==> config.mk <==
export PLATFORM = sky130hd
export DESIGN_NAME = text_escape_encoder
export DESIGN_NICKNAME = d
export VERILOG_FILES = /design/src/design/tee_pkg.sv /design/src/design/tee_front.sv /design/src/design/tee_queue.sv /design/src/design/tee_back.sv /design/src/design/text_escape_encoder.sv
export SDC_FILE = /design/constraint.sdc
export NUM_CORES = 1
export LEC_CHECK = 0
export BUFFER_PORTS_ARGS = -buffer_cell sky130_fd_sc_hd__buf_4
export CORE_MARGIN = 2
export CORE_UTILIZATION = 50
export DETAILED_ROUTE_END_ITERATION = 8
export PLACE_DENSITY = 0.75
export SYNTH_ARGS = -nofsm -noshare
export SYNTH_HDL_FRONTEND = slang
export SYNTH_HIERARCHICAL = 1
export SYNTH_SLANG_ARGS = --single-unit
==> constraint.sdc <==
create_clock -name clk -period 4 [get_ports clk]
set_clock_uncertainty 0.15 [all_clocks]
set_input_delay 0.8 -clock clk [delete_from_list [all_inputs] [get_ports clk]]
set_output_delay 0.8 -clock clk [all_outputs]
set_load 0.02 [all_outputs]
==> src/design/tee_pkg.sv <==
// ============================================================================
// tee_pkg: shared types and constants for the text escape encoder
// Escape modes, the escape kinds passed from classifier to expander, the
// queue item and the character codes used by the escape sequences.
// ============================================================================
package tee_pkg;

    // Register map
    localparam int          PADDR_W         = 3;
    localparam int          PDATA_W         = 32;
    localparam logic        REG_ESCAPE_MODE = 1'b0;   // word index, paddr[2]

    // Default depth of the queue between the front and back sections
    localparam int          QUEUE_DEPTH     = 4;

    // Width of the byte index within one escape sequence (up to 6 bytes)
    localparam int          IDX_W           = 3;

    typedef enum logic [1:0] {
        MODE_XML   = 2'd0,
        MODE_TCL   = 2'd1,
        MODE_PLAIN = 2'd2,
        MODE_JSON  = 2'd3
    } mode_t;

    typedef enum logic [3:0] {
        KIND_PASS,
        KIND_BS_SELF,
        KIND_BS_N,
        KIND_BS_T,
        KIND_BS_B,
        KIND_BS_R,
        KIND_XML_QUOT,
        KIND_XML_APOS,
        KIND_XML_LT,
        KIND_XML_GT,
        KIND_XML_AMP
    } kind_t;

    typedef struct packed {
        kind_t       kind;
        logic [7:0]  ch;
        logic        str_end;
    } item_t;

    // Characters that get escaped
    localparam logic [7:0] CH_BKSP     = 8'h08;
    localparam logic [7:0] CH_TAB      = 8'h09;
    localparam logic [7:0] CH_LF       = 8'h0A;
    localparam logic [7:0] CH_CR       = 8'h0D;
    localparam logic [7:0] CH_QUOTE    = 8'h22;
    localparam logic [7:0] CH_DOLLAR   = 8'h24;
    localparam logic [7:0] CH_AMP      = 8'h26;
    localparam logic [7:0] CH_APOS     = 8'h27;
    localparam logic [7:0] CH_SLASH    = 8'h2F;
    localparam logic [7:0] CH_LT       = 8'h3C;
    localparam logic [7:0] CH_GT       = 8'h3E;
    localparam logic [7:0] CH_LBRACKET = 8'h5B;
    localparam logic [7:0] CH_BSLASH   = 8'h5C;
    localparam logic [7:0] CH_RBRACKET = 8'h5D;
    localparam logic [7:0] CH_LBRACE   = 8'h7B;
    localparam logic [7:0] CH_RBRACE   = 8'h7D;

    // Characters that appear inside escape sequences
    localparam logic [7:0] CH_SEMI     = 8'h3B;
    localparam logic [7:0] CH_A        = 8'h61;
    localparam logic [7:0] CH_B        = 8'h62;
    localparam logic [7:0] CH_G        = 8'h67;
    localparam logic [7:0] CH_L        = 8'h6C;
    localparam logic [7:0] CH_M        = 8'h6D;
    localparam logic [7:0] CH_N        = 8'h6E;
    localparam logic [7:0] CH_O        = 8'h6F;
    localparam logic [7:0] CH_P        = 8'h70;
    localparam logic [7:0] CH_Q        = 8'h71;
    localparam logic [7:0] CH_R        = 8'h72;
    localparam logic [7:0] CH_S        = 8'h73;
    localparam logic [7:0] CH_T        = 8'h74;
    localparam logic [7:0] CH_U        = 8'h75;

endpackage

==> src/design/tee_front.sv <==
// ============================================================================
// tee_front: input stage and classifier
// Accepts characters, decides which escape sequence each one needs under
// the current mode, and holds the result until the queue takes it.
// ============================================================================
module tee_front (
    input  logic            clk,
    input  logic            rst_n,
    input  tee_pkg::mode_t  mode,
    input  logic            in_valid,
    output logic            in_stall,
    input  logic [7:0]      in_char,
    input  logic            string_end,
    output logic            q_wr_valid,
    input  logic            q_wr_ready,
    output tee_pkg::item_t  q_wr_item
);

    function automatic tee_pkg::kind_t classify(tee_pkg::mode_t m, logic [7:0] c);
        tee_pkg::kind_t k;
        k = tee_pkg::KIND_PASS;
        unique case (m)
            tee_pkg::MODE_XML:
            begin
                unique case (c)
                    tee_pkg::CH_QUOTE: k = tee_pkg::KIND_XML_QUOT;
                    tee_pkg::CH_APOS:  k = tee_pkg::KIND_XML_APOS;
                    tee_pkg::CH_LT:    k = tee_pkg::KIND_XML_LT;
                    tee_pkg::CH_GT:    k = tee_pkg::KIND_XML_GT;
                    tee_pkg::CH_AMP:   k = tee_pkg::KIND_XML_AMP;
                    default:           k = tee_pkg::KIND_PASS;
                endcase
            end
            tee_pkg::MODE_TCL:
            begin
                unique case (c)
                    tee_pkg::CH_QUOTE, tee_pkg::CH_DOLLAR, tee_pkg::CH_LBRACE,
                    tee_pkg::CH_RBRACE, tee_pkg::CH_LBRACKET, tee_pkg::CH_RBRACKET,
                    tee_pkg::CH_BSLASH: k = tee_pkg::KIND_BS_SELF;
                    tee_pkg::CH_LF:     k = tee_pkg::KIND_BS_N;
                    tee_pkg::CH_TAB:    k = tee_pkg::KIND_BS_T;
                    default:            k = tee_pkg::KIND_PASS;
                endcase
            end
            tee_pkg::MODE_JSON:
            begin
                unique case (c)
                    tee_pkg::CH_QUOTE, tee_pkg::CH_BSLASH,
                    tee_pkg::CH_SLASH:  k = tee_pkg::KIND_BS_SELF;
                    tee_pkg::CH_TAB:    k = tee_pkg::KIND_BS_T;
                    tee_pkg::CH_BKSP:   k = tee_pkg::KIND_BS_B;
                    tee_pkg::CH_LF:     k = tee_pkg::KIND_BS_N;
                    tee_pkg::CH_CR:     k = tee_pkg::KIND_BS_R;
                    default:            k = tee_pkg::KIND_PASS;
                endcase
            end
            default: k = tee_pkg::KIND_PASS;   // plain mode
        endcase
        return k;
    endfunction

    logic           fr_valid_reg;
    logic           fr_valid_next;
    tee_pkg::item_t fr_item_reg;
    tee_pkg::item_t fr_item_next;
    logic           take_in;

    // Stall only while the held item cannot move into the queue
    assign in_stall   = fr_valid_reg && !q_wr_ready;
    assign take_in    = in_valid && !in_stall;
    assign q_wr_valid = fr_valid_reg;
    assign q_wr_item  = fr_item_reg;

    always_comb
    begin
        fr_valid_next = fr_valid_reg;
        fr_item_next  = fr_item_reg;
        if (take_in)
        begin
            fr_valid_next        = 1'b1;
            fr_item_next.kind    = classify(mode, in_char);
            fr_item_next.ch      = in_char;
            fr_item_next.str_end = string_end;
        end
        else if (q_wr_ready)
        begin
            fr_valid_next = 1'b0;
        end
    end

    always_ff @(posedge clk or negedge rst_n)
    begin
        if (!rst_n)
        begin
            fr_valid_reg <= 1'b0;
        end
        else
        begin
            fr_valid_reg <= fr_valid_next;
        end
    end

    always_ff @(posedge clk)
    begin
        fr_item_reg <= fr_item_next;
    end

endmodule

==> src/design/tee_queue.sv <==
// ============================================================================
// tee_queue: small item queue
// Decouples the classifier from the expander so each side stalls on its own.
// ============================================================================
module tee_queue #(
    parameter int QueueDepth = tee_pkg::QUEUE_DEPTH
) (
    input  logic            clk,
    input  logic            rst_n,
    input  logic            wr_valid,
    output logic            wr_ready,
    input  tee_pkg::item_t  wr_item,
    output logic            rd_valid,
    input  logic            rd_pop,
    output tee_pkg::item_t  rd_item
);

    localparam int PtrW = (QueueDepth > 1) ? $clog2(QueueDepth) : 1;
    localparam int CntW = $clog2(QueueDepth + 1);
    localparam logic [PtrW-1:0] PtrLast = PtrW'(QueueDepth - 1);
    localparam logic [CntW-1:0] CntFull = CntW'(QueueDepth);

    tee_pkg::item_t  mem [QueueDepth];
    tee_pkg::item_t  rd_item_reg;
    logic [PtrW-1:0] wr_ptr_reg;
    logic [PtrW-1:0] wr_ptr_next;
    logic [PtrW-1:0] rd_ptr_reg;
    logic [PtrW-1:0] rd_ptr_next;
    logic [CntW-1:0] count_reg;
    logic [CntW-1:0] count_next;
    logic            do_wr;
    logic            do_rd;

    assign wr_ready = (count_reg != CntFull);
    assign rd_valid = (count_reg != '0);
    assign rd_item  = rd_item_reg;
    assign do_wr    = wr_valid && wr_ready;
    assign do_rd    = rd_pop && rd_valid;

    always_comb
    begin
        wr_ptr_next = wr_ptr_reg;
        rd_ptr_next = rd_ptr_reg;
        count_next  = count_reg;
        if (do_wr)
        begin
            wr_ptr_next = (wr_ptr_reg == PtrLast) ? '0 : wr_ptr_reg + 1'b1;
        end
        if (do_rd)
        begin
            rd_ptr_next = (rd_ptr_reg == PtrLast) ? '0 : rd_ptr_reg + 1'b1;
        end
        if (do_wr && !do_rd)
        begin
            count_next = count_reg + 1'b1;
        end
        else if (do_rd && !do_wr)
        begin
            count_next = count_reg - 1'b1;
        end
    end

    always_ff @(posedge clk or negedge rst_n)
    begin
        if (!rst_n)
        begin
            wr_ptr_reg <= '0;
            rd_ptr_reg <= '0;
            count_reg  <= '0;
        end
        else
        begin
            wr_ptr_reg <= wr_ptr_next;
            rd_ptr_reg <= rd_ptr_next;
            count_reg  <= count_next;
        end
    end

    // Write the slot; prefetch the next head, taking the incoming item when
    // it lands in the head slot this cycle
    always_ff @(posedge clk)
    begin
        if (do_wr)
        begin
            mem[wr_ptr_reg] <= wr_item;
        end
        if (do_wr && (wr_ptr_reg == rd_ptr_next))
        begin
            rd_item_reg <= wr_item;
        end
        else
        begin
            rd_item_reg <= mem[rd_ptr_next];
        end
    end

endmodule

==> src/design/tee_back.sv <==
// ============================================================================
// tee_back: escape sequence expander
// Takes one classified character at a time from the queue and emits its
// escape sequence one byte per cycle, while the output is not stalled, into the output register.
// ============================================================================
module tee_back (
    input  logic            clk,
    input  logic            rst_n,
    input  logic            q_valid,
    output logic            q_pop,
    input  tee_pkg::item_t  q_item,
    output logic            out_valid,
    input  logic            out_stall,
    output logic [7:0]      out_char,
    output logic            run_last,
    output logic            string_done
);

    function automatic logic [tee_pkg::IDX_W-1:0] seq_len(tee_pkg::kind_t k);
        logic [tee_pkg::IDX_W-1:0] n;
        unique case (k)
            tee_pkg::KIND_PASS:     n = tee_pkg::IDX_W'(1);
            tee_pkg::KIND_BS_SELF,
            tee_pkg::KIND_BS_N,
            tee_pkg::KIND_BS_T,
            tee_pkg::KIND_BS_B,
            tee_pkg::KIND_BS_R:     n = tee_pkg::IDX_W'(2);
            tee_pkg::KIND_XML_QUOT,
            tee_pkg::KIND_XML_APOS: n = tee_pkg::IDX_W'(6);
            tee_pkg::KIND_XML_LT,
            tee_pkg::KIND_XML_GT:   n = tee_pkg::IDX_W'(4);
            tee_pkg::KIND_XML_AMP:  n = tee_pkg::IDX_W'(5);
            default:                n = tee_pkg::IDX_W'(1);
        endcase
        return n;
    endfunction

    function automatic logic [7:0] seq_byte(tee_pkg::kind_t k, logic [7:0] c,
                                            logic [tee_pkg::IDX_W-1:0] idx);
        logic [7:0] b;
        logic [7:0] tail;
        unique case (k)
            tee_pkg::KIND_BS_SELF: tail = c;
            tee_pkg::KIND_BS_N:    tail = tee_pkg::CH_N;
            tee_pkg::KIND_BS_T:    tail = tee_pkg::CH_T;
            tee_pkg::KIND_BS_B:    tail = tee_pkg::CH_B;
            tee_pkg::KIND_BS_R:    tail = tee_pkg::CH_R;
            default:               tail = c;
        endcase
        b = c;
        unique case (k)
            tee_pkg::KIND_BS_SELF, tee_pkg::KIND_BS_N, tee_pkg::KIND_BS_T,
            tee_pkg::KIND_BS_B, tee_pkg::KIND_BS_R:
            begin
                b = (idx == '0) ? tee_pkg::CH_BSLASH : tail;
            end
            tee_pkg::KIND_XML_QUOT:
            begin
                unique case (idx)
                    3'd0:    b = tee_pkg::CH_AMP;
                    3'd1:    b = tee_pkg::CH_Q;
                    3'd2:    b = tee_pkg::CH_U;
                    3'd3:    b = tee_pkg::CH_O;
                    3'd4:    b = tee_pkg::CH_T;
                    default: b = tee_pkg::CH_SEMI;
                endcase
            end
            tee_pkg::KIND_XML_APOS:
            begin
                unique case (idx)
                    3'd0:    b = tee_pkg::CH_AMP;
                    3'd1:    b = tee_pkg::CH_A;
                    3'd2:    b = tee_pkg::CH_P;
                    3'd3:    b = tee_pkg::CH_O;
                    3'd4:    b = tee_pkg::CH_S;
                    default: b = tee_pkg::CH_SEMI;
                endcase
            end
            tee_pkg::KIND_XML_LT, tee_pkg::KIND_XML_GT:
            begin
                unique case (idx)
                    3'd0:    b = tee_pkg::CH_AMP;
                    3'd1:    b = (k == tee_pkg::KIND_XML_LT) ? tee_pkg::CH_L : tee_pkg::CH_G;
                    3'd2:    b = tee_pkg::CH_T;
                    default: b = tee_pkg::CH_SEMI;
                endcase
            end
            tee_pkg::KIND_XML_AMP:
            begin
                unique case (idx)
                    3'd0:    b = tee_pkg::CH_AMP;
                    3'd1:    b = tee_pkg::CH_A;
                    3'd2:    b = tee_pkg::CH_M;
                    3'd3:    b = tee_pkg::CH_P;
                    default: b = tee_pkg::CH_SEMI;
                endcase
            end
            default: b = c;
        endcase
        return b;
    endfunction

    logic                      cur_valid_reg;
    logic                      cur_valid_next;
    tee_pkg::item_t            cur_item_reg;
    tee_pkg::item_t            cur_item_next;
    logic [tee_pkg::IDX_W-1:0] idx_reg;
    logic [tee_pkg::IDX_W-1:0] idx_next;
    logic                      out_valid_reg;
    logic                      out_valid_next;
    logic [7:0]                out_char_reg;
    logic [7:0]                out_char_next;
    logic                      run_last_reg;
    logic                      run_last_next;
    logic                      string_done_reg;
    logic                      string_done_next;

    logic slot_free;
    logic emit;
    logic cur_last;
    logic cur_free;

    assign slot_free = !out_valid_reg || !out_stall;
    assign emit      = cur_valid_reg && slot_free;
    assign cur_last  = (idx_reg == seq_len(cur_item_reg.kind) - 1'b1);
    assign cur_free  = !cur_valid_reg || (emit && cur_last);
    assign q_pop     = cur_free && q_valid;

    // Working item: advance the byte index, drop the item after its last byte
    always_comb
    begin
        cur_valid_next = cur_valid_reg;
        cur_item_next  = cur_item_reg;
        idx_next       = idx_reg;
        if (q_pop)
        begin
            cur_valid_next = 1'b1;
            cur_item_next  = q_item;
            idx_next       = '0;
        end
        else if (emit && cur_last)
        begin
            cur_valid_next = 1'b0;
        end
        else if (emit)
        begin
            idx_next = idx_reg + 1'b1;
        end
    end

    // Output register
    always_comb
    begin
        out_valid_next   = out_valid_reg;
        out_char_next    = out_char_reg;
        run_last_next    = run_last_reg;
        string_done_next = string_done_reg;
        if (emit)
        begin
            out_valid_next   = 1'b1;
            out_char_next    = seq_byte(cur_item_reg.kind, cur_item_reg.ch, idx_reg);
            run_last_next    = cur_last;
            string_done_next = cur_last && cur_item_reg.str_end;
        end
        else if (slot_free)
        begin
            out_valid_next = 1'b0;
        end
    end

    always_ff @(posedge clk or negedge rst_n)
    begin
        if (!rst_n)
        begin
            cur_valid_reg <= 1'b0;
            out_valid_reg <= 1'b0;
        end
        else
        begin
            cur_valid_reg <= cur_valid_next;
            out_valid_reg <= out_valid_next;
        end
    end

    always_ff @(posedge clk)
    begin
        cur_item_reg    <= cur_item_next;
        idx_reg         <= idx_next;
        out_char_reg    <= out_char_next;
        run_last_reg    <= run_last_next;
        string_done_reg <= string_done_next;
    end

    assign out_valid   = out_valid_reg;
    assign out_char    = out_char_reg;
    assign run_last    = run_last_reg;
    assign string_done = string_done_reg;

endmodule

==> src/design/text_escape_encoder.sv <==
// ============================================================================
// text_escape_encoder: streaming string escaper (XML, Tcl, JSON, plain)
// Takes one character per item and emits its escaped form, one byte per
// output item, with the last byte of each character and of each string marked.
// ============================================================================
// Usage:
//   Input channel (in_valid / in_stall): in_char, string_end per item.
//   Output channel (out_valid / out_stall): out_char, run_last, string_done.
//   The escape_mode register (byte address 0, APB) selects xml, tcl, plain or
//   json; write it only while the encoder is empty. Reads return the mode.
//   The first byte of a character passes through the input register, queue,
//   expander and output register, in that order, after its item is accepted.
//   Throughput: one output byte per cycle while out_stall is low; a character
//   that expands to n bytes occupies the expander until its last byte is
//   emitted, so unescaped text flows at one item per cycle when not stalled.
//   A queue of QueueDepth items between classifier and expander absorbs the
//   expansion, so input keeps flowing while a long entity is being emitted.
//   When the receiver stalls, the output register holds its byte; the queue
//   fills, then in_stall rises. Reset empties every stage and sets xml mode.
// ============================================================================
module text_escape_encoder #(
    parameter int QueueDepth = tee_pkg::QUEUE_DEPTH
) (
    input  logic                        clk,
    input  logic                        rst_n,
    // input channel
    input  logic                        in_valid,
    output logic                        in_stall,
    input  logic [7:0]                  in_char,
    input  logic                        string_end,
    // output channel
    output logic                        out_valid,
    input  logic                        out_stall,
    output logic [7:0]                  out_char,
    output logic                        run_last,
    output logic                        string_done,
    // configuration port
    input  logic                        psel,
    input  logic                        penable,
    input  logic                        pwrite,
    input  logic [tee_pkg::PADDR_W-1:0] paddr,
    input  logic [tee_pkg::PDATA_W-1:0] pwdata,
    output logic [tee_pkg::PDATA_W-1:0] prdata,
    output logic                        pready
);

    tee_pkg::mode_t mode_reg;
    tee_pkg::mode_t mode_next;
    logic           reg_sel;

    logic           q_wr_valid;
    logic           q_wr_ready;
    tee_pkg::item_t q_wr_item;
    logic           q_rd_valid;
    logic           q_pop;
    tee_pkg::item_t q_rd_item;

    // Configuration: single register, word index taken from paddr[2]
    assign pready  = 1'b1;
    assign reg_sel = (paddr[2] == tee_pkg::REG_ESCAPE_MODE);

    always_comb
    begin
        mode_next = mode_reg;
        if (psel && penable && pwrite && pready && reg_sel)
        begin
            mode_next = tee_pkg::mode_t'(pwdata[1:0]);
        end
    end

    always_comb
    begin
        prdata = '0;
        if (reg_sel)
        begin
            prdata[1:0] = mode_reg;
        end
    end

    always_ff @(posedge clk or negedge rst_n)
    begin
        if (!rst_n)
        begin
            mode_reg <= tee_pkg::MODE_XML;
        end
        else
        begin
            mode_reg <= mode_next;
        end
    end

    // Front: accept and classify
    tee_front u_front (
        .clk        (clk),
        .rst_n      (rst_n),
        .mode       (mode_reg),
        .in_valid   (in_valid),
        .in_stall   (in_stall),
        .in_char    (in_char),
        .string_end (string_end),
        .q_wr_valid (q_wr_valid),
        .q_wr_ready (q_wr_ready),
        .q_wr_item  (q_wr_item)
    );

    // Queue between the two halves
    tee_queue #(
        .QueueDepth (QueueDepth)
    ) u_queue (
        .clk      (clk),
        .rst_n    (rst_n),
        .wr_valid (q_wr_valid),
        .wr_ready (q_wr_ready),
        .wr_item  (q_wr_item),
        .rd_valid (q_rd_valid),
        .rd_pop   (q_pop),
        .rd_item  (q_rd_item)
    );

    // Back: expand into bytes
    tee_back u_back (
        .clk         (clk),
        .rst_n       (rst_n),
        .q_valid     (q_rd_valid),
        .q_pop       (q_pop),
        .q_item      (q_rd_item),
        .out_valid   (out_valid),
        .out_stall   (out_stall),
        .out_char    (out_char),
        .run_last    (run_last),
        .string_done (string_done)
    );

    // End of string is only ever flagged on the last byte of a character
    a_done_on_last: assert property (@(posedge clk) disable iff (!rst_n)
        out_valid && string_done |-> run_last)
        else $error("string_done without run_last");

    // The rest of a sequence follows directly after a middle byte is taken
    a_seq_contiguous: assert property (@(posedge clk) disable iff (!rst_n)
        out_valid && !out_stall && !run_last |=> out_valid)
        else $error("gap inside an escape sequence");

    // Input backs up only when the queue is full
    a_stall_cause: assert property (@(posedge clk) disable iff (!rst_n)
        in_stall |-> !q_wr_ready && q_wr_valid)
        else $error("input stalled while queue has room");

    // Only non-empty queue may be popped
    a_pop_nonempty: assert property (@(posedge clk) disable iff (!rst_n)
        q_pop |-> q_rd_valid)
        else $error("pop from empty queue");

endmodule
Word-level counts from Yosys, hierarchy flattened
Memory sizes are Yosys's and may differ from the RTL's. A register that Yosys moved wholly into a read port is not among the register bits.
Index checks and enable logic that the tools add are counted.
{"block": "totals", "reg_bits": 51, "ram_bits": 52, "mem_bits_ro": 48, "input_bits": 51, "output_inout_bits": 45, "word_cells": 124, "memories": 2}
{"memory": "u_queue.mem", "depth": 4, "width": 13, "rd": 1, "rd_clocked_by_memory_dff": 1, "write_ports": 1, "line_no": "tee_queue.sv:23", "rtl": "tee_pkg::item_t mem [QueueDepth];"}
{"memory": "(name not given)", "depth": 16, "width": 3, "rd": 1, "rd_clocked_by_memory_dff": 1, "write_ports": 0, "line_no": "tee_back.sv:21", "rtl": "unique case (k)"}
{"block": "classes", "n_addsub": 6, "n_eq_ne": 36, "muxes": 27, "bitwise": 2, "reduce_logical": 34}
{"cell": "$pmux W7 S5", "count": 2}
{"cell": "$eq A8 B6 Y1 const B", "count": 7}
{"cell": "$eq A8 B7 Y1 const B", "count": 5}
{"cell": "$pmux W8 S5", "count": 1}
{"cell": "$eq A8 B4 Y1 const B", "count": 4}
{"cell": "$pmux W8 S4", "count": 1}
{"cell": "$pmux W7 S4", "count": 1}
{"cell": "$pmux W8 S3", "count": 1}
{"cell": "$pmux W4 S5", "count": 1}
{"cell": "$eq A4 B3 Y1 const B", "count": 4}
{"cell": "$pmux W3 S5", "count": 1}
{"cell": "$logic_and A1 B1 Y1", "count": 13}
{"cell": "$eq A4 B4 Y1 const B", "count": 3}
{"cell": "$pmux W4 S3", "count": 1}
{"cell": "$eq A4 B2 Y1 const B", "count": 2}
{"cell": "$mux W1", "count": 8}
{"cell": "$mux W2", "count": 4}
{"cell": "$mux W4", "count": 2}
{"cell": "$mux W8", "count": 1}
{"cell": "$reduce_bool A2 Y1", "count": 4}
{"cell": "$logic_not A1 Y1", "count": 7}
{"cell": "$reduce_or A7 Y1", "count": 1}
{"cell": "$add A3 B1 Y3 const B", "count": 2}
{"cell": "$eq A2 B2 Y1 const B", "count": 3}
{"cell": "20 further kinds", "count": 26}

Longest topological paths before layout
{"block": "depth", "ltp_word": 10, "mapped_depth": 13, "mapped_depth_nobuf": 12}

Modules after synthesis
Netlist, hierarchy kept.
{"module": "tee_queue", "n_inst": 1, "cells_per_inst": 106, "area_per_inst_um2": 2371.0, "seq_area_each_um2": 1776.7}
{"module": "tee_back", "n_inst": 1, "cells_per_inst": 196, "area_per_inst_um2": 1935.6, "seq_area_each_um2": 860.8}
{"module": "tee_front", "n_inst": 1, "cells_per_inst": 54, "area_per_inst_um2": 701.9, "seq_area_each_um2": 415.4}
{"module": "text_escape_encoder", "n_inst": 1, "cells_per_inst": 40, "area_per_inst_um2": 361.6, "seq_area_each_um2": 50.0}

Worst setup path before layout
OpenSTA, ideal clock, no wires.
{"block": "synth_path", "kind": "input -> register", "startpoint": "input out_stall", "endpoint": "register u_queue.count_reg[1]", "setup_ps": 125, "arrival_time_ps": 2662, "required_time_ps": 3725, "setup_slack_ps": 1063, "cell_stages": 9, "path_buffers": 1, "path_cell_list": "and2_1 o41ai_2 and2_1 buf_6 nand2_4 ha_1 inv_1 fa_1 mux2_2"}
{"block": "synth_via", "elab_chain_len": 10, "word_cells_on_any_way": 12, "cone_classes": "1 x mux; 11 x reduce/logical"}
{"item": "start, declared", "line_no": "text_escape_encoder.sv:33", "rtl": "input logic out_stall,"}
{"item": "$logic_not A1 Y1", "line_no": "tee_back.sv:123", "rtl": "assign slot_free = !out_valid_reg || !out_stall;"}
{"item": "$logic_or A1 B1 Y1", "line_no": "tee_back.sv:123"}
{"item": "$logic_and A1 B1 Y1", "line_no": "tee_back.sv:124", "rtl": "assign emit = cur_valid_reg && slot_free;"}
{"item": "$logic_and A1 B1 Y1", "line_no": "tee_back.sv:126", "rtl": "assign cur_free = !cur_valid_reg || (emit && cur_last);"}
{"item": "$logic_or A1 B1 Y1", "line_no": "tee_back.sv:126"}
{"item": "$logic_and A1 B1 Y1", "line_no": "tee_back.sv:127", "rtl": "assign q_pop = cur_free && q_valid;"}
{"item": "net q_pop", "line_no": "text_escape_encoder.sv:55", "rtl": "logic q_pop;"}
{"item": "$logic_and A1 B1 Y1", "line_no": "tee_queue.sv:38", "rtl": "assign do_rd = rd_pop && rd_valid;"}
{"item": "$logic_not A1 Y1", "line_no": "tee_queue.sv:53", "rtl": "if (do_wr && !do_rd)"}
{"item": "$logic_and A1 B1 Y1", "line_no": "tee_queue.sv:53"}
{"item": "$mux W3", "line_no": "tee_queue.sv:53"}
{"item": "net u_queue.count_next[1]", "line_no": "tee_queue.sv:30", "rtl": "logic [CntW-1:0] count_next;"}
{"item": "end signal, assigned", "line_no": "tee_queue.sv:75", "rtl": "count_reg <= count_next;"}
{"item": "end, declared", "line_no": "tee_queue.sv:29", "rtl": "logic [CntW-1:0] count_reg;"}
The timed path passes the listed nets, and every way through them passes these cells.
A chain may end at the register's enable or synchronous reset.

Worst setup path after layout
{"block": "layout_path", "startpoint": "register u_back/idx_reg[2] in the netlist's numbering", "endpoint": "register u_queue.count_reg[1]"}
{"block": "layout_via", "elab_chain_len": 8, "word_cells_on_any_way": 10, "cone_classes": "1 x eq/ne; 1 x mux; 8 x reduce/logical"}
{"item": "start, declared", "line_no": "tee_back.sv:107", "rtl": "logic [tee_pkg::IDX_W-1:0] idx_reg;"}
{"item": "start signal, assigned", "line_no": "tee_back.sv:188", "rtl": "idx_reg <= idx_next;"}
{"item": "$eq A3 B3 Y1", "line_no": "tee_back.sv:125", "rtl": "assign cur_last = (idx_reg == seq_len(cur_item_reg.kind) - 1'b1);"}
{"item": "$logic_and A1 B1 Y1", "line_no": "tee_back.sv:126"}
{"item": "$logic_or A1 B1 Y1", "line_no": "tee_back.sv:126"}
{"item": "$logic_and A1 B1 Y1", "line_no": "tee_back.sv:127"}
{"item": "net q_pop", "line_no": "text_escape_encoder.sv:55"}
{"item": "$logic_and A1 B1 Y1", "line_no": "tee_queue.sv:38"}
{"item": "$logic_not A1 Y1", "line_no": "tee_queue.sv:53"}
{"item": "$logic_and A1 B1 Y1", "line_no": "tee_queue.sv:53"}
{"item": "$mux W3", "line_no": "tee_queue.sv:53"}
{"item": "net u_queue.count_next[1]", "line_no": "tee_queue.sv:30"}
The timed path passes the listed nets, and every way through them passes these cells.

==> results.md <==
- Number of vias after detailed routing: 3106
- RSZ-0062 raised after global routing: no
- Pin count of the biggest net entering global routing: 26
- Antenna Nets Post-Route: 0
- Highest Signal Layer: met4
- Core region area: 0.01037 sq mm
- Insertion delay of the later-clocked pin in the worst-skew pair: 0.36 ns
- Number of iterations in the first detailed-routing pass: 4
- Number of enable flip-flop cells after synthesis: 88
- Final weighted congestion in routability-driven placement: 0.8638
- # DRC: 0
- Cell-by-cell listing of the critical path: xor3_1, o41ai_2, and2_1, nand2_4, ha_1, inv_1, fa_1, mux2_2
- Rows: 37
- Max-cap check violation count: 0
- Master of the slowest instance on the critical path: dfxtp_1
- Clock buffer depth: 2
- Startpoint kind of the worst setup timing path: flip-flop
- Ant. Diodes: 0
- Overflow left after global routing: 0
- Fraction of the cycle the final worst path needs: 77.31%
- Yosys reg bits: 108
- PD cells: 722.0 mW/mm^2
- Ranking of synthesized cells by area: edfxtp_1, dfrtp_1, buf_4
- Area occupied by multi-input gates: 0.001973 sq mm
- Commonest non-fill, non-tap cell in the layout: edfxtp_1
- Final setup violation count: 0
- Maximum cell stage delay along the critical path: 0.68 ns
- Actual transition at the worst max-transition pin: 0.8768 ns
- Share of cells above drive strength 1: 19.58%
- Hold buffers post-CTS: 0
- Number of antenna violations at the first check in global routing: 0
- Routed via count divided by cell count: 5.546
- Number of clock sinks seen by CTS: 108
- HPWL after detailed placement: 6.287 mm
- Mapped cell area: 0.005370 sq mm
- Chip Height: 107.6 microns
- Chip Width: 107.6 microns
- Maximum clock frequency: 323.4 MHz
- Wirelength, routed: 8.906 mm
- Result of the run: finished, final reports clean
- Deepest level of the CTS H-tree: 3
- Signal arrival time at the worst endpoint: 3.20 ns
- Signed area change from the synthesized netlist to the final layout: 7.363%
- Final min period: 3.092 ns
- Starting DRT DRC Count: 197
- Cell Count Post-Placement: 544
- Kind of critical path: reg -> reg
- IO buf count: 32
- Dpl cell area: 0.005558 sq mm
- Resize count post-CTS: 0
- Path category of the worst min-delay check: in -> async
- TritonCTS buffer count: 9
- Global-route wire length before repair: 15.28 mm
- Maximum net fanout on the critical path: 16
- Non-filler instance count after layout: 560
- Initial standard-cell utilization of the core: 51.79%
- Async set-or-reset flop fraction in the synthesized netlist: 11.11%
- Flip-flop count of the largest register after layout: 52
- Routed length on met2: 4.552 mm
- Syn avg cell area: 13.56 sq um
- Kind of end point of the critical path: flip-flop
- Post-layout utilization of the core: 55.60%
- Count of pins over their slew limit: 0
- Final layout net count: 484
- Count of filler cells inserted in the layout: 831
- Drt wl/cell: 15.90 microns
- Cell count after synthesis: 396
- TritonCTS clock tree: yes
- Boundary Pins: 96
- Worst supply voltage drop on vdd: 0.3150 mV
- Accumulated negative setup slack: 0 ns
- Met3 wire len: 370 microns
- Routed length on met1: 3.843 mm
- Post-layout instance area: 0.005766 sq mm
- Ys flop type: edfxtp_1
- Total GRT Usage: 16.98%
- Hold violation count in the final report: 0
- Area share of the largest cell type after synthesis: 49.21%
- Relative slew slack: 41.33%
- Sequential Area: 0.003103 sq mm
- Number of global-route vias before repair: 3065
- Yosys top cell by area: edfxtp_1
- Data required time of the worst path: 4.11 ns
- Clock root buffer master: clkbuf_8
- Top library cells by usage in the layout, fill and taps aside: edfxtp_1, buf_4, conb_1
- Reported leakage power: 2.124 nW
- Sequential share of the synthesized area: 57.78%
- Number of warnings issued by yosys: 6
- # Post-CTS Setup Buffers: 0
- Clk slew on worst S/H paths: 0.11 ns
- Die ar.: 0.01159 sq mm
- Post-synthesis cell type count: 76
==> cell usage after synthesis (all sizes together), types with 2 or more instances <==
cell type and number:
buf 39, a31oi 7, nand2b 4, edfxtp 88
and2 9, nor3b 2, nor4 2, a221o 2
nor2b 4, o221ai 2, dfrtp 12, a211o 2
xor2 3, and2b 2, mux2i 4, nand4 6
ha 13, o21ai 12, conb 2, mux2 11
or2 2, o32ai 2, o41ai 2, clkbuf 11
xnor2 6, nand2 14, or3b 3, nor4b 3
inv 15, o21a 2, dfxtp 8, clkinv 2
nor2 18, nor3 8, o31ai 4, o22ai 3
nand3 4, nand3b 2, mux4 13, or4 3
or3 4, a21oi 16
==> where the power goes <==
group          total (W)  internal, W  switching, W
Clock           0.000675     0.000299      0.000376
Sequential       0.00194      0.00164      0.000301
Combinational    0.00155     0.000721      0.000828
==> critical path, delay by kind of cell (launching register included) <==
kind / cells / cell delay (ns)
flip-flops: 1 / 0.68
AND/OR/NAND/NOR: 2 / 0.32
multiplexers: 1 / 0.27
adder cells (fa/ha/maj): 2 / 0.61
AO/OA/AOI/OAI: 1 / 0.41
buffers and inverters: 1 / 0.07
XOR/XNOR: 1 / 0.47
==> kinds of logic (layout without fill, tap and decap cells) <==
| family | Yosys count | in the layout | synth area share, % |
|---|---|---|---|
| multiplexers | 28 | 28 | 9.063 |
| adder cells (fa/ha/maj) | 14 | 14 | 3.402 |
| other | 2 | 31 | 0.1398 |
| buffers and inverters | 67 | 66 | 7.502 |
| flip-flops | 108 | 108 | 57.78 |
| XOR/XNOR | 10 | 10 | 1.911 |
| AO/OA/AOI/OAI | 71 | 71 | 9.367 |
| AND/OR/NAND/NOR | 96 | 96 | 10.83 |
==> layout make-up <==
| class | count | area share (%) |
|---|---|---|
| inverter | 17 | 1.107 |
| clock buffer | 9 | 2.148 |
| sequential | 108 | 53.82 |
| multi-input combinational | 250 | 34.22 |
| tap | 136 | 2.951 |
| clock inverter | 7 | 1.454 |
| timing repair buffer | 33 | 4.297 |
==> per-stage QoR <==
| step | setup WS (ns) | total power (W) | hold slack (ns) |
|---|---|---|---|
| 2_1_floorplan | 1.063 | 0.003153 | 0.3087 |
| 3_3_place_gp | 0.9494 | 0.003472 | 0.3144 |
| 3_5_place_dp | 0.9212 | 0.003521 | 0.3340 |
| 4_1_cts | 0.9124 | 0.004199 | 0.09496 |
| 5_1_grt | 0.7196 | 0.004469 | 0.09225 |
| 6_report | 0.9076 | 0.004163 | 0.1065 |
==> layer usage <==
metal | vias to the layer above | global-route usage [%]
li1 | 1496 | -
met1 | 1495 | 21.95
met2 | 100 | 28.98
met3 | 15 | 3.329
met4 | 0 | 5.220
met5 | - | 0
==> worst paths after layout <==
path	startpoint	cells after the start	slack [ns]	end
max	u_back/idx_reg[2]$_SDFFE_PN0P_	8	0.91	u_queue/count_reg[1]$_DFFE_PN0P_
max in group asynchronous	rst_n	1	3.43	mode_reg[1]$_DFFE_PN0P_
min	rst_n	1	0.11	u_queue/count_reg[2]$_DFFE_PN0P_
min in group clk	u_front/q_wr_item[3]$_DFFE_PP_	0	0.36	u_queue/mem[1][3]$_DFFE_PP_
min reg2reg	u_front/q_wr_item[3]$_DFFE_PP_	0	0.36	u_queue/mem[1][3]$_DFFE_PP_
max reg2reg	u_back/idx_reg[2]$_SDFFE_PN0P_	8	0.91	u_queue/count_reg[1]$_DFFE_PN0P_
Note: power is estimated with default switching activity, not from simulation.
